`config.mk`:
```
export PLATFORM = sky130hd
export DESIGN_NAME = rc_tank_mixer_with_slew_limit
export DESIGN_NICKNAME = d
export VERILOG_FILES = /design/src/rtl/core/rctm_pkg.sv /design/src/rtl/core/rc_tank_mixer_with_slew_limit.sv /design/src/rtl/core/rctm_valve.sv
export SDC_FILE = /design/constraint.sdc
export NUM_CORES = 2
export LEC_CHECK = 0
export BUFFER_PORTS_ARGS = -buffer_cell sky130_fd_sc_hd__buf_4
export CELL_PAD_IN_SITES_DETAIL_PLACEMENT = 1
export CELL_PAD_IN_SITES_GLOBAL_PLACEMENT = 2
export CORE_UTILIZATION = 38
export CTS_CLUSTER_DIAMETER = 60
export DETAILED_ROUTE_END_ITERATION = 7
export HOLD_SLACK_MARGIN = 0.05
export PLACE_DENSITY = 0.81
export SYNTH_ARGS = -nofsm -noshare
export SYNTH_HDL_FRONTEND = slang
export SYNTH_HIERARCHICAL = 1
export SYNTH_SLANG_ARGS = --single-unit
```
`constraint.sdc`:
```
create_clock -name clk -period 10.8 [get_ports clk]
set_input_delay 2.16 -clock clk [delete_from_list [all_inputs] [get_ports clk]]
set_output_delay 2.16 -clock clk [all_outputs]
set_load 0.005 [all_outputs]
```
`src/rtl/core/rctm_pkg.sv`:
```
// Shared types, constants and helper functions for the RC tank mixer.
`timescale 1ns / 1ps
`default_nettype none
package rctm_pkg;

  localparam int PULSE_BITS  = 12;
  localparam int LAST_W      = 12;
  localparam int VW          = PULSE_BITS + 6;
  localparam int PROD_W      = PULSE_BITS + 8;
  localparam int PART_W      = PULSE_BITS + 1;
  localparam int SUM_W       = PART_W + 2;
  localparam int CFG_DATA_W  = 10;
  localparam int CFG_INDEX_W = 3;

  localparam int CENTER          = 1500;
  localparam int SW_LOW_LIMIT    = 1450;
  localparam int SW_HIGH_LIMIT   = 1550;
  localparam int VALVE_DIV       = 200;
  localparam int THR_OFF_LIMIT   = -100;
  localparam int THR_REV_LIMIT   = -50;
  localparam int STEER_BAND      = 50;
  localparam int STEER_TURN      = 250;

  localparam int RECIP_SHIFT = 32;
  localparam int RECIP_BITS  = 25;
  localparam longint unsigned RECIP_M =
    ((64'd1 << RECIP_SHIFT) + VALVE_DIV - 1) / VALVE_DIV;

  localparam logic [CFG_INDEX_W-1:0] CFG_VALVE_DEADBAND  = 3'd0;
  localparam logic [CFG_INDEX_W-1:0] CFG_VALVE_GAIN      = 3'd1;
  localparam logic [CFG_INDEX_W-1:0] CFG_PUMP_MIN_DUTY   = 3'd2;
  localparam logic [CFG_INDEX_W-1:0] CFG_PUMP_MAX_DUTY   = 3'd3;
  localparam logic [CFG_INDEX_W-1:0] CFG_PUMP_SLEW_STEP  = 3'd4;
  localparam logic [CFG_INDEX_W-1:0] CFG_DRIVE_MIN_DUTY  = 3'd5;
  localparam logic [CFG_INDEX_W-1:0] CFG_DRIVE_MAX_DUTY  = 3'd6;
  localparam logic [CFG_INDEX_W-1:0] CFG_DRIVE_SLEW_STEP = 3'd7;

  localparam logic [1:0] SW_LOW  = 2'd0;
  localparam logic [1:0] SW_MID  = 2'd1;
  localparam logic [1:0] SW_HIGH = 2'd2;

  localparam logic [2:0] BLINK_OFF    = 3'd0;
  localparam logic [2:0] BLINK_LEFT   = 3'd1;
  localparam logic [2:0] BLINK_RIGHT  = 3'd2;
  localparam logic [2:0] BLINK_HAZARD = 3'd3;
  localparam logic [2:0] BLINK_STROBE = 3'd4;

  typedef struct packed {
    logic [PULSE_BITS-1:0] valve_a_pulse;
    logic [PULSE_BITS-1:0] valve_b_pulse;
    logic [PULSE_BITS-1:0] throttle_pulse;
    logic [PULSE_BITS-1:0] steering_pulse;
    logic [PULSE_BITS-1:0] valve_c_pulse;
    logic [PULSE_BITS-1:0] light_switch_pulse;
    logic [PULSE_BITS-1:0] blink_switch_pulse;
  } in_item_t;

  typedef struct packed {
    logic [9:0]  left_duty;
    logic        left_forward;
    logic        left_reverse;
    logic [9:0]  right_duty;
    logic        right_forward;
    logic        right_reverse;
    logic [11:0] pump_pulse;
    logic [2:0]  blink_mode;
    logic        blink_changed;
    logic        reverse_light;
    logic        aux_light;
  } out_item_t;

  typedef struct packed {
    logic [PULSE_BITS-1:0] throttle_pulse;
    logic [PULSE_BITS-1:0] steering_pulse;
    logic [PULSE_BITS-1:0] light_switch_pulse;
    logic [PULSE_BITS-1:0] blink_switch_pulse;
  } ctl_item_t;

  typedef struct packed {
    logic [9:0] duty;
    logic       fwd;
    logic       rev;
  } drive_t;

  function automatic logic [1:0] switch_pos(logic [PULSE_BITS-1:0] p);
    logic [1:0] r;
    if (p < PULSE_BITS'(SW_LOW_LIMIT)) r = SW_LOW;
    else if (p > PULSE_BITS'(SW_HIGH_LIMIT)) r = SW_HIGH;
    else r = SW_MID;
    return r;
  endfunction

  function automatic logic signed [VW-1:0] drive_target(logic signed [VW-1:0] t,
                                                        logic [8:0] mn,
                                                        logic [9:0] mx);
    logic signed [VW-1:0] mn_s;
    logic signed [VW-1:0] mx_s;
    logic signed [VW-1:0] r;
    mn_s = $signed(VW'(mn));
    mx_s = $signed(VW'(mx));
    if (t > -mn_s && t < mn_s) r = VW'(CENTER);
    else if (t < -mx_s) r = VW'(CENTER) - mx_s;
    else if (t > mx_s) r = VW'(CENTER) + mx_s;
    else r = VW'(CENTER) + t;
    return r;
  endfunction

  function automatic logic [LAST_W-1:0] slew(logic signed [VW-1:0] t,
                                             logic [LAST_W-1:0] last,
                                             logic [8:0] step);
    logic signed [VW-1:0] last_s;
    logic signed [VW-1:0] step_s;
    logic signed [VW-1:0] lim;
    logic signed [VW-1:0] r;
    last_s = $signed(VW'(last));
    step_s = $signed(VW'(step));
    r = t;
    if (last != '0 && step != '0) begin
      if (t < VW'(CENTER)) begin
        lim = last_s - step_s;
        if (lim > VW'(SW_LOW_LIMIT)) lim = VW'(SW_LOW_LIMIT);
        if (t < lim) r = lim;
      end else begin
        lim = last_s + step_s;
        if (lim < VW'(SW_HIGH_LIMIT)) lim = VW'(SW_HIGH_LIMIT);
        if (t > lim) r = lim;
      end
    end
    return r[LAST_W-1:0];
  endfunction

  function automatic drive_t drive_out(logic [LAST_W-1:0] u, logic [8:0] mn);
    logic [LAST_W-1:0] lo;
    logic [LAST_W-1:0] hi;
    drive_t r;
    lo = LAST_W'(CENTER) - LAST_W'(mn);
    hi = LAST_W'(CENTER) + LAST_W'(mn);
    r = '0;
    if (u < lo) begin
      r.rev  = 1'b1;
      r.duty = 10'(LAST_W'(CENTER) - u);
    end else if (u > hi) begin
      r.fwd  = 1'b1;
      r.duty = 10'(u - LAST_W'(CENTER));
    end
    return r;
  endfunction

endpackage
`default_nettype wire

```
`src/rtl/core/rc_tank_mixer_with_slew_limit.sv`:
```
// Top level of the RC tank mixer: valve pump mix, tank drive mix with slew, blinker and lights.
// Frames pass the s1 and s2 registers into the output register; one frame per cycle while the output is not stalled.
// Two valve stages (gain multiply, reciprocal divide) feed a final stage holding slew state.
// The whole pipeline advances together whenever the output register is empty or taken.
// Synchronous active-low reset clears valid bits, slew and blink state, and loads
// register defaults.
`timescale 1ns / 1ps
`default_nettype none
module rc_tank_mixer_with_slew_limit
  import rctm_pkg::*;
(
  input  wire logic                   clk,
  input  wire logic                   rst_n,
  input  wire logic                   in_valid,
  output logic                        in_stall,
  input  wire in_item_t               in_data,
  output logic                        out_valid,
  input  wire logic                   out_stall,
  output out_item_t                   out_data,
  input  wire logic                   cfg_we,
  input  wire logic [CFG_INDEX_W-1:0] cfg_index,
  input  wire logic [CFG_DATA_W-1:0]  cfg_wdata
);

  logic [8:0] valve_deadband_r;
  logic [7:0] valve_gain_r;
  logic [9:0] pump_min_r;
  logic [9:0] pump_max_r;
  logic [8:0] pump_step_r;
  logic [8:0] drive_min_r;
  logic [9:0] drive_max_r;
  logic [8:0] drive_step_r;

  logic advance;
  logic s1_valid_r;
  logic s2_valid_r;
  logic out_valid_r;
  ctl_item_t s1_ctl_r;
  ctl_item_t s2_ctl_r;
  out_item_t out_r;
  out_item_t out_nxt;

  logic [PART_W-1:0] part_a;
  logic [PART_W-1:0] part_b;
  logic [PART_W-1:0] part_c;

  logic [LAST_W-1:0] left_last_r,  left_last_nxt;
  logic [LAST_W-1:0] right_last_r, right_last_nxt;
  logic [LAST_W-1:0] pump_last_r,  pump_last_nxt;
  logic [2:0]        blink_last_r, blink_nxt;

  logic [SUM_W-1:0]     valve_sum;
  logic [SUM_W:0]       pump_demand;
  logic signed [VW-1:0] pump_tgt;
  logic signed [VW-1:0] thr_s;
  logic signed [VW-1:0] str_s;
  logic [1:0]           light_pos;
  logic [1:0]           blink_pos;
  drive_t               left_drv;
  drive_t               right_drv;

  // configuration
  always_ff @(posedge clk) begin
    if (!rst_n) begin
      valve_deadband_r <= 9'd80;
      valve_gain_r     <= 8'd60;
      pump_min_r       <= 10'd100;
      pump_max_r       <= 10'd260;
      pump_step_r      <= 9'd20;
      drive_min_r      <= 9'd50;
      drive_max_r      <= 10'd500;
      drive_step_r     <= 9'd20;
    end else if (cfg_we) begin
      unique case (cfg_index)
        CFG_VALVE_DEADBAND:  valve_deadband_r <= cfg_wdata[8:0];
        CFG_VALVE_GAIN:      valve_gain_r     <= cfg_wdata[7:0];
        CFG_PUMP_MIN_DUTY:   pump_min_r       <= cfg_wdata[9:0];
        CFG_PUMP_MAX_DUTY:   pump_max_r       <= cfg_wdata[9:0];
        CFG_PUMP_SLEW_STEP:  pump_step_r      <= cfg_wdata[8:0];
        CFG_DRIVE_MIN_DUTY:  drive_min_r      <= cfg_wdata[8:0];
        CFG_DRIVE_MAX_DUTY:  drive_max_r      <= cfg_wdata[9:0];
        CFG_DRIVE_SLEW_STEP: drive_step_r     <= cfg_wdata[8:0];
        default: ;
      endcase
    end
  end

  // advance the whole pipeline when the result register is empty or taken
  assign advance  = !out_valid_r || !out_stall;
  assign in_stall = !advance;

  rctm_valve u_valve_a (
    .clk(clk), .en(advance), .pulse(in_data.valve_a_pulse),
    .deadband(valve_deadband_r), .gain(valve_gain_r), .part(part_a)
  );
  rctm_valve u_valve_b (
    .clk(clk), .en(advance), .pulse(in_data.valve_b_pulse),
    .deadband(valve_deadband_r), .gain(valve_gain_r), .part(part_b)
  );
  rctm_valve u_valve_c (
    .clk(clk), .en(advance), .pulse(in_data.valve_c_pulse),
    .deadband(valve_deadband_r), .gain(valve_gain_r), .part(part_c)
  );

  always_ff @(posedge clk) begin
    if (!rst_n) begin
      s1_valid_r  <= 1'b0;
      s2_valid_r  <= 1'b0;
      out_valid_r <= 1'b0;
    end else if (advance) begin
      s1_valid_r  <= in_valid;
      s2_valid_r  <= s1_valid_r;
      out_valid_r <= s2_valid_r;
    end
  end

  always_ff @(posedge clk) begin
    if (advance) begin
      s1_ctl_r.throttle_pulse     <= in_data.throttle_pulse;
      s1_ctl_r.steering_pulse     <= in_data.steering_pulse;
      s1_ctl_r.light_switch_pulse <= in_data.light_switch_pulse;
      s1_ctl_r.blink_switch_pulse <= in_data.blink_switch_pulse;
      s2_ctl_r                    <= s1_ctl_r;
      out_r                       <= out_nxt;
    end
  end

  // pump
  assign valve_sum   = SUM_W'(part_a) + SUM_W'(part_b) + SUM_W'(part_c);
  assign pump_demand = (SUM_W+1)'(valve_sum) + (SUM_W+1)'(pump_min_r);

  always_comb begin
    if (valve_sum == '0) pump_tgt = VW'(CENTER);
    else if (pump_demand > (SUM_W+1)'(pump_max_r))
      pump_tgt = $signed(VW'(pump_max_r)) + VW'(CENTER);
    else pump_tgt = $signed(VW'(pump_demand)) + VW'(CENTER);
  end

  // drive mix
  assign thr_s = $signed(VW'(s2_ctl_r.throttle_pulse)) - VW'(CENTER);
  assign str_s = $signed(VW'(s2_ctl_r.steering_pulse)) - VW'(CENTER);

  assign left_last_nxt  = slew(drive_target(thr_s + str_s, drive_min_r, drive_max_r),
                               left_last_r, drive_step_r);
  assign right_last_nxt = slew(drive_target(thr_s - str_s, drive_min_r, drive_max_r),
                               right_last_r, drive_step_r);
  assign pump_last_nxt  = slew(pump_tgt, pump_last_r, pump_step_r);

  assign left_drv  = drive_out(left_last_nxt, drive_min_r);
  assign right_drv = drive_out(right_last_nxt, drive_min_r);

  // blinker
  assign light_pos = switch_pos(s2_ctl_r.light_switch_pulse);
  assign blink_pos = switch_pos(s2_ctl_r.blink_switch_pulse);

  always_comb begin
    blink_nxt = blink_last_r;
    case (blink_pos)
      SW_MID:  blink_nxt = BLINK_HAZARD;
      SW_HIGH: blink_nxt = BLINK_STROBE;
      default: begin
        if (thr_s < VW'(THR_OFF_LIMIT) ||
            (str_s > -VW'(STEER_BAND) && str_s < VW'(STEER_BAND))) begin
          blink_nxt = BLINK_OFF;
        end else if (thr_s > VW'(THR_REV_LIMIT)) begin
          if (str_s < -VW'(STEER_TURN)) blink_nxt = BLINK_LEFT;
          else if (str_s > VW'(STEER_TURN)) blink_nxt = BLINK_RIGHT;
        end
      end
    endcase
  end

  always_comb begin
    out_nxt.left_duty     = left_drv.duty;
    out_nxt.left_forward  = left_drv.fwd;
    out_nxt.left_reverse  = left_drv.rev;
    out_nxt.right_duty    = right_drv.duty;
    out_nxt.right_forward = right_drv.fwd;
    out_nxt.right_reverse = right_drv.rev;
    out_nxt.pump_pulse    = pump_last_nxt;
    out_nxt.blink_mode    = blink_nxt;
    out_nxt.blink_changed = (blink_nxt != blink_last_r);
    out_nxt.reverse_light = (thr_s < VW'(THR_REV_LIMIT));
    out_nxt.aux_light     = (light_pos != SW_LOW);
  end

  // frame state
  always_ff @(posedge clk) begin
    if (!rst_n) begin
      left_last_r  <= '0;
      right_last_r <= '0;
      pump_last_r  <= '0;
      blink_last_r <= BLINK_OFF;
    end else if (advance && s2_valid_r) begin
      left_last_r  <= left_last_nxt;
      right_last_r <= right_last_nxt;
      pump_last_r  <= pump_last_nxt;
      blink_last_r <= blink_nxt;
    end
  end

  assign out_valid = out_valid_r;
  assign out_data  = out_r;

endmodule
`default_nettype wire

```
`src/rtl/core/rctm_valve.sv`:
```
// Two-stage valve channel: fold, deadband, gain, then divide by the valve divisor.
`timescale 1ns / 1ps
`default_nettype none
module rctm_valve
  import rctm_pkg::*;
(
  input  wire logic                  clk,
  input  wire logic                  en,
  input  wire logic [PULSE_BITS-1:0] pulse,
  input  wire logic [8:0]            deadband,
  input  wire logic [7:0]            gain,
  output logic      [PART_W-1:0]     part
);

  logic [PULSE_BITS-1:0]        off;
  logic [PULSE_BITS-1:0]        db;
  logic [PULSE_BITS-1:0]        excess;
  logic [PROD_W-1:0]            prod_nxt;
  logic [PROD_W-1:0]            prod_r;
  logic [PROD_W+RECIP_BITS-1:0] recip_prod;
  logic [PART_W-1:0]            part_nxt;
  logic [PART_W-1:0]            part_r;

  assign off = (pulse < PULSE_BITS'(CENTER)) ? PULSE_BITS'(CENTER) - pulse
                                             : pulse - PULSE_BITS'(CENTER);
  assign db       = PULSE_BITS'(deadband);
  assign excess   = (off < db) ? '0 : off - db;
  assign prod_nxt = PROD_W'(gain) * PROD_W'(excess);

  // divide by the constant through a rounded-up reciprocal, exact over this range
  assign recip_prod = (PROD_W+RECIP_BITS)'(prod_r) *
                      (PROD_W+RECIP_BITS)'(RECIP_BITS'(RECIP_M));
  assign part_nxt   = recip_prod[RECIP_SHIFT +: PART_W];

  always_ff @(posedge clk) begin
    if (en) begin
      prod_r <= prod_nxt;
      part_r <= part_nxt;
    end
  end

  assign part = part_r;

endmodule
`default_nettype wire

```
After elaboration in Yosys (flattened, before gate mapping)
Index checks and enable logic that the tools add are counted.
{ "totals": {"reg_bits": 353, "in_bits": 102, "output_inout_bits": 44, "elab_cells": 224} }
{ "classes": {"addsub": 36, "n_mul": 6, "n_lt_le_gt_ge": 45, "eq_ne": 10, "n_mux": 59, "reduce_logical": 28} }
{ "op_table": {"columns": ["op", "n"], "rows": [
  ["$mux W18", 21],
  ["$mux W12", 18],
  ["$mul A20 B25 Y45 const B", 3],
  ["$lt A12 B11 Y1 const B", 5],
  ["$mul A8 B12 Y20", 3],
  ["$gt A18 B18 Y1", 3],
  ["$lt A18 B18 Y1", 3],
  ["$add A12 B9 Y13", 3],
  ["$gt A13 B12 Y1 const B", 3],
  ["$lt A13 B11 Y1 const B", 3],
  ["$mux W13", 3],
  ["$sub A12 B9 Y13", 3],
  ["$gt A14 B18 Y1", 2],
  ["$lt A12 B9 Y1", 3],
  ["$lt A14 B18 Y1", 2],
  ["$lt A18 B12 Y1 const B", 2],
  ["$reduce_bool A12 Y1", 3],
  ["$sub A11 B12 Y12 const A", 3],
  ["$sub A12 B11 Y12 const B", 3],
  ["$sub A12 B9 Y12", 3],
  ["$mux W17", 2],
  ["$add A12 B14 Y15 const A", 2],
  ["$add A13 B13 Y14", 2],
  ["$gt A14 B11 Y1", 2],
  ["45 further kinds", 84]
]} }

Depth between registers and ports, before layout
{ "depth": {"ltp_word": 16, "ltp_mapped": 60, "ltp_nobuf": 56} }

Cells and area by module
Netlist, hierarchy kept.
{ "by_module_without_submodules": {"columns": ["module", "n_inst", "cells_per_inst", "area_per_inst_um2", "seq_area_each_um2"], "rows": [
  ["rc_tank_mixer_with_slew_limit", 1, 3044, 25595.8, 6406.1],
  ["rctm_valve (u_valve_c)", 1, 1321, 12704.7, 991.0],
  ["rctm_valve (u_valve_a)", 1, 1269, 12578.3, 991.0],
  ["rctm_valve (u_valve_b)", 1, 1268, 12456.9, 991.0]
]} }

Worst setup path after synthesis
Ideal clock, no wire load.
{ "synth_path": {"path_kind": "register to register", "from": "register s2_ctl_r[38] (netlist bit)", "to": "register out_r, in the netlist out_data[27] (data pin)", "setup_time_ns": 0.261, "arrival_ns": 10.229, "t_required_ns": 10.539, "path_slack_ns": 0.310, "stages_incl_launch_ff": 53, "n_path_buf": 2, "period_less_slack_ns": 10.490, "cell_sequence": "edfxtp_1 > ha_1 > a21oi_2 > xor2_2 > inv_2 > ha_1 > or3_1 > a21oi_1 > o31a_1 > o211a_1 > or2_1 > buf_2 > inv_2 > ha_1 > nand4_1 > or4_1 > o21bai_1 > o41ai_1 > (+17 left out) > o221a_2 > ha_1 > nor2b_1 > o21a_1 > o21a_1 > o21ai_0 > nand2b_1 > a21oi_1 > nor2b_1 > o21ai_0 > nand2b_1 > a21oi_1 > nor2b_1 > o21ai_0 > nand2b_1 > a31o_1 > mux2_2 > a311o_1"} }
{ "synth_lines": {"columns": ["item", "line_no", "rtl"], "rows": [
  ["from (decl)", "rc_tank_mixer_with_slew_limit.sv:39", "ctl_item_t s2_ctl_r;"],
  ["from (signal assigned)", "rc_tank_mixer_with_slew_limit.sv:123", "s2_ctl_r <= s1_ctl_r;"],
  ["to (signal assigned)", "rc_tank_mixer_with_slew_limit.sv:124", "out_r <= out_nxt;"],
  ["to (decl)", "rc_tank_mixer_with_slew_limit.sv:40", "out_item_t out_r;"]
]} }

==> run_results.csv <==
group,metric,value,unit
synthesis,ys_seq_area_share,14.81,%
drt,detail_route.wl_per_cell,20.94,microns
sta,max_freq,0.09556,GHz
floorplanning,die_h,410.3,microns
placed_design,portBuffers,144,
grt,grt_usage,23.81,%
floorplanning,num_rows,149,
critical_path,r2r_slack,340,ps
critical_path,start_kind,"flop",
critical_path,critPathMaxStageDelay,450,ps
sta,tightestPinTransition,1150,ps
grt,grt_max_degree,80,
drt,vias,51490,
drt,wl,201500,microns
drt,drtIter0Drc,2420,
synthesis,ys.flop_type,"edfxtp_1",
cells_and_area,final_util,43.84,%
clock_tree,clockBufferDepth,3,
synthesis,netlist_instances,6902,
synthesis,synth_edf_count,235,
floorplanning,die_w,410.3,microns
clock_tree,postCtsHoldBufs,0,
critical_path,crit_path_end_kind,"flop",
synthesis,yosysWarnings,6,
critical_path,crit_buf_inv,6,
drt,viasPerCell,5.349,
synthesis,syn_avg_cell_area,9.176,sq um
grt,grt_pass1_wl,314700,microns
critical_path,path_delay_family,"compound AO/OA/AOI/OAI gates",
critical_path,r2r_cells,53,
grt,grt_pass1_vias,55850,
floorplanning,die_area,0.1683,sq mm
sta,setup_viol,0,
sta,hold_viol,0,
critical_path,crit_fanout,6,
sta,hold-worst-slack,417.1,ps
sta,slew_headroom,23.35,%
synthesis,synth_cell_type_count,136,
synthesis,ys_async_sr_fraction,0,%
critical_path,crit_type,"reg2reg",
clock_tree,cts_root_buffer,"clkbuf_16",
drt,antenna_left,0,
critical_path,critPathSlowestCell,"or4_4",
clock_tree,clkLatencyLatePin,680,ps
grt,grt_overflow_total,0,
sta,min_period,10460,ps
clock_tree,cts_sinks,351,
drt,drc_errors,4,
cells_and_area,fin_nets,9346,
synthesis,synth_area,0.06334,sq mm
placed_design,place_congestion,0.9418,
cells_and_area,areaGrowthSynthToFinish,14.32,%
critical_path,worstPathArrival,10890,ps
grt,antenna_found_initial,10,
clock_tree,numCtsBuffers,55,
cells_and_area,fillerInstances,19170,
min_path,hold_class,"reg2reg",
floorplanning,coreArea,0.1652,sq mm
cells_and_area,multiInputGateArea,0.04949,sq mm
cells_and_area,register_area,0.009379,sq mm
sta,worst_clock_skew,58.23,ps
run_status,status,"complete, but fails checks",
drt,drtPass1Iterations,7,
floorplanning,initial_utilization,38.34,%
run_status,violations,"DRC",
sta,drv_slew,0,
sta,setup_slack,335.7,ps
cells_and_area,drive_above_1_share,12.36,%
clock_tree,cts_tree,"done",
clock_tree,path_clk_slew,60,ps
run,cap_violations,0,
sta,finalCritPeriodShare,96.89,%
min_path,holdPathStages,0,
placed_design,hpwl,173000,microns
placed_design,pre_cts_ws,-653.2,ps
critical_path,crit_required,11220,ps
clock_tree,cts-htree-levels,2,
floorplanning,ios,146,
critical_path,critical_path_cell_count,53,
synthesis,ys_ff_latch,351,
sta,grt_setup_unrepaired,"yes",
==> worst register-to-register path: cells and delay by family, from the launching register on <==
family	cells	cell delay, ps
AOI/OAI and AO/OA	25	4420
and+or+nand+nor	15	3030
adders and majority gates	5	1200
buffers and inverters	6	660
DFF	1	440
muxes	1	290
xor gates and xnor gates	1	170
==> metrics by stage <==
step                setup TNS [ps]  cells  cell area [sq um]
finish                           0   9625              72410
floorplan                        0   6906              63350
global placement             -5728   9489              69440
global route                -668.6   9622              72400
CTS                              0   9596              71470
detailed placement          -10550   9489              69440
==> placed cells by master, fill, tap and decap left out, types with 16 or more instances in the layout <==
cell / n
nor4_1: 25
nor3b_1: 19
or2_2: 26
o211ai_1: 51
o21bai_1: 39
clkbuf_16: 57
and2_1: 55
xor2_1: 79
o21a_1: 53
nor2b_1: 73
buf_6: 16
o21ai_1: 34
a21o_1: 111
or3_1: 27
o21ai_0: 209
nand4_1: 66
o211a_1: 16
dfxtp_1: 116
edfxtp_1: 235
fa_1: 698
inv_1: 1238
a21oi_1: 267
ha_1: 1140
nand2_1: 434
nand3_1: 115
a21boi_0: 77
a31oi_1: 45
or2_1: 23
nor3_1: 76
nor2_1: 521
o31ai_1: 24
nand2b_1: 91
xnor2_1: 194
a211oi_1: 32
mux2i_1: 38
and3_1: 35
a21oi_2: 21
buf_4: 534
==> what timing repair did <==
item                       CTS  global route
pin swaps                   20            71
setup buffers                5            26
setup endpoints to repair   24            24
cloned                       0             2
gates resized for setup     44           145
==> cells in the mapped netlist (73+ instances only) <==
library cell | count | area [sq um]
nand2_1 | 438 | 1644
a21oi_1 | 284 | 1421
dfxtp_1 | 116 | 2322
clkbuf_1 | 81 | 304.0
nor2b_1 | 73 | 456.7
nor2_1 | 525 | 1971
o21ai_0 | 229 | 1146
a21boi_0 | 77 | 578.1
nand3_1 | 116 | 580.6
a21o_1 | 111 | 833.3
nand2b_1 | 92 | 575.6
xor2_1 | 79 | 691.9
ha_1 | 1158 | 14490
edfxtp_1 | 235 | 7057
nor3_1 | 83 | 415.4
fa_1 | 698 | 13970
inv_1 | 1243 | 4666
xnor2_1 | 196 | 1717
==> cell families (layout without fill, tap and decap cells) <==
group,count (synthesis),count (layout),synth area share [%]
muxes,63,63,1.051
other,1,8,0.005921
DFF,351,351,14.81
AOI/OAI and AO/OA,1266,1266,13.80
xor gates and xnor gates,282,282,4.018
adders and majority gates,1856,1856,44.94
and+or+nand+nor,1700,1700,12.97
buffers and inverters,1383,1910,8.406
==> state kept, by name, summed over array words and instances, names as in the netlist, 12 cells and up <==
name	cells
u_valve_c/prod_r	20
s1_ctl_r	47
u_valve_b/part	13
u_valve_a/prod_r	20
u_valve_b/prod_r	20
s2_ctl_r	47
left_last_r	12
pump_last_r	12
u_valve_a/part	13
right_last_r	12
u_valve_c/part	13
out_data	42
==> layer usage <==
| metal | GRT usage [%] | wire length [microns] | up-vias |
|---|---|---|---|
| met5 | 0 | 39 | - |
| met4 | 5.224 | 4271 | 6 |
| met3 | 2.548 | 7825 | 208 |
| met2 | 40.98 | 97450 | 804 |
| met1 | 31.96 | 91920 | 26170 |
| li1 | - | - | 24300 |
==> worst paths after layout <==
kind	start	to
hold / removal	s1_ctl_r[34]	s2_ctl_r[34]
hold reg to reg	s1_ctl_r[34]	s2_ctl_r[34]
setup / recovery	s2_ctl_r[39]	out_data[24]
setup reg to reg	s2_ctl_r[39]	out_data[24]
==> final cells by class <==
type                            instances  share of cell area (%)
Tap cell                             2189                   3.783
Multi-Input combinational cell       5172                   68.35
Sequential cell                       351                   12.95
Timing Repair Buffer                  554                   5.891
Antenna cell                            3                 0.01037
Inverter                             1254                   6.508
Clock buffer                           62                   1.980
Clock inverter                         40                  0.5219
Power is left out: the tool's default activity adds up to more than one toggle a clock period on the data nets, which glitch-free logic cannot reach.
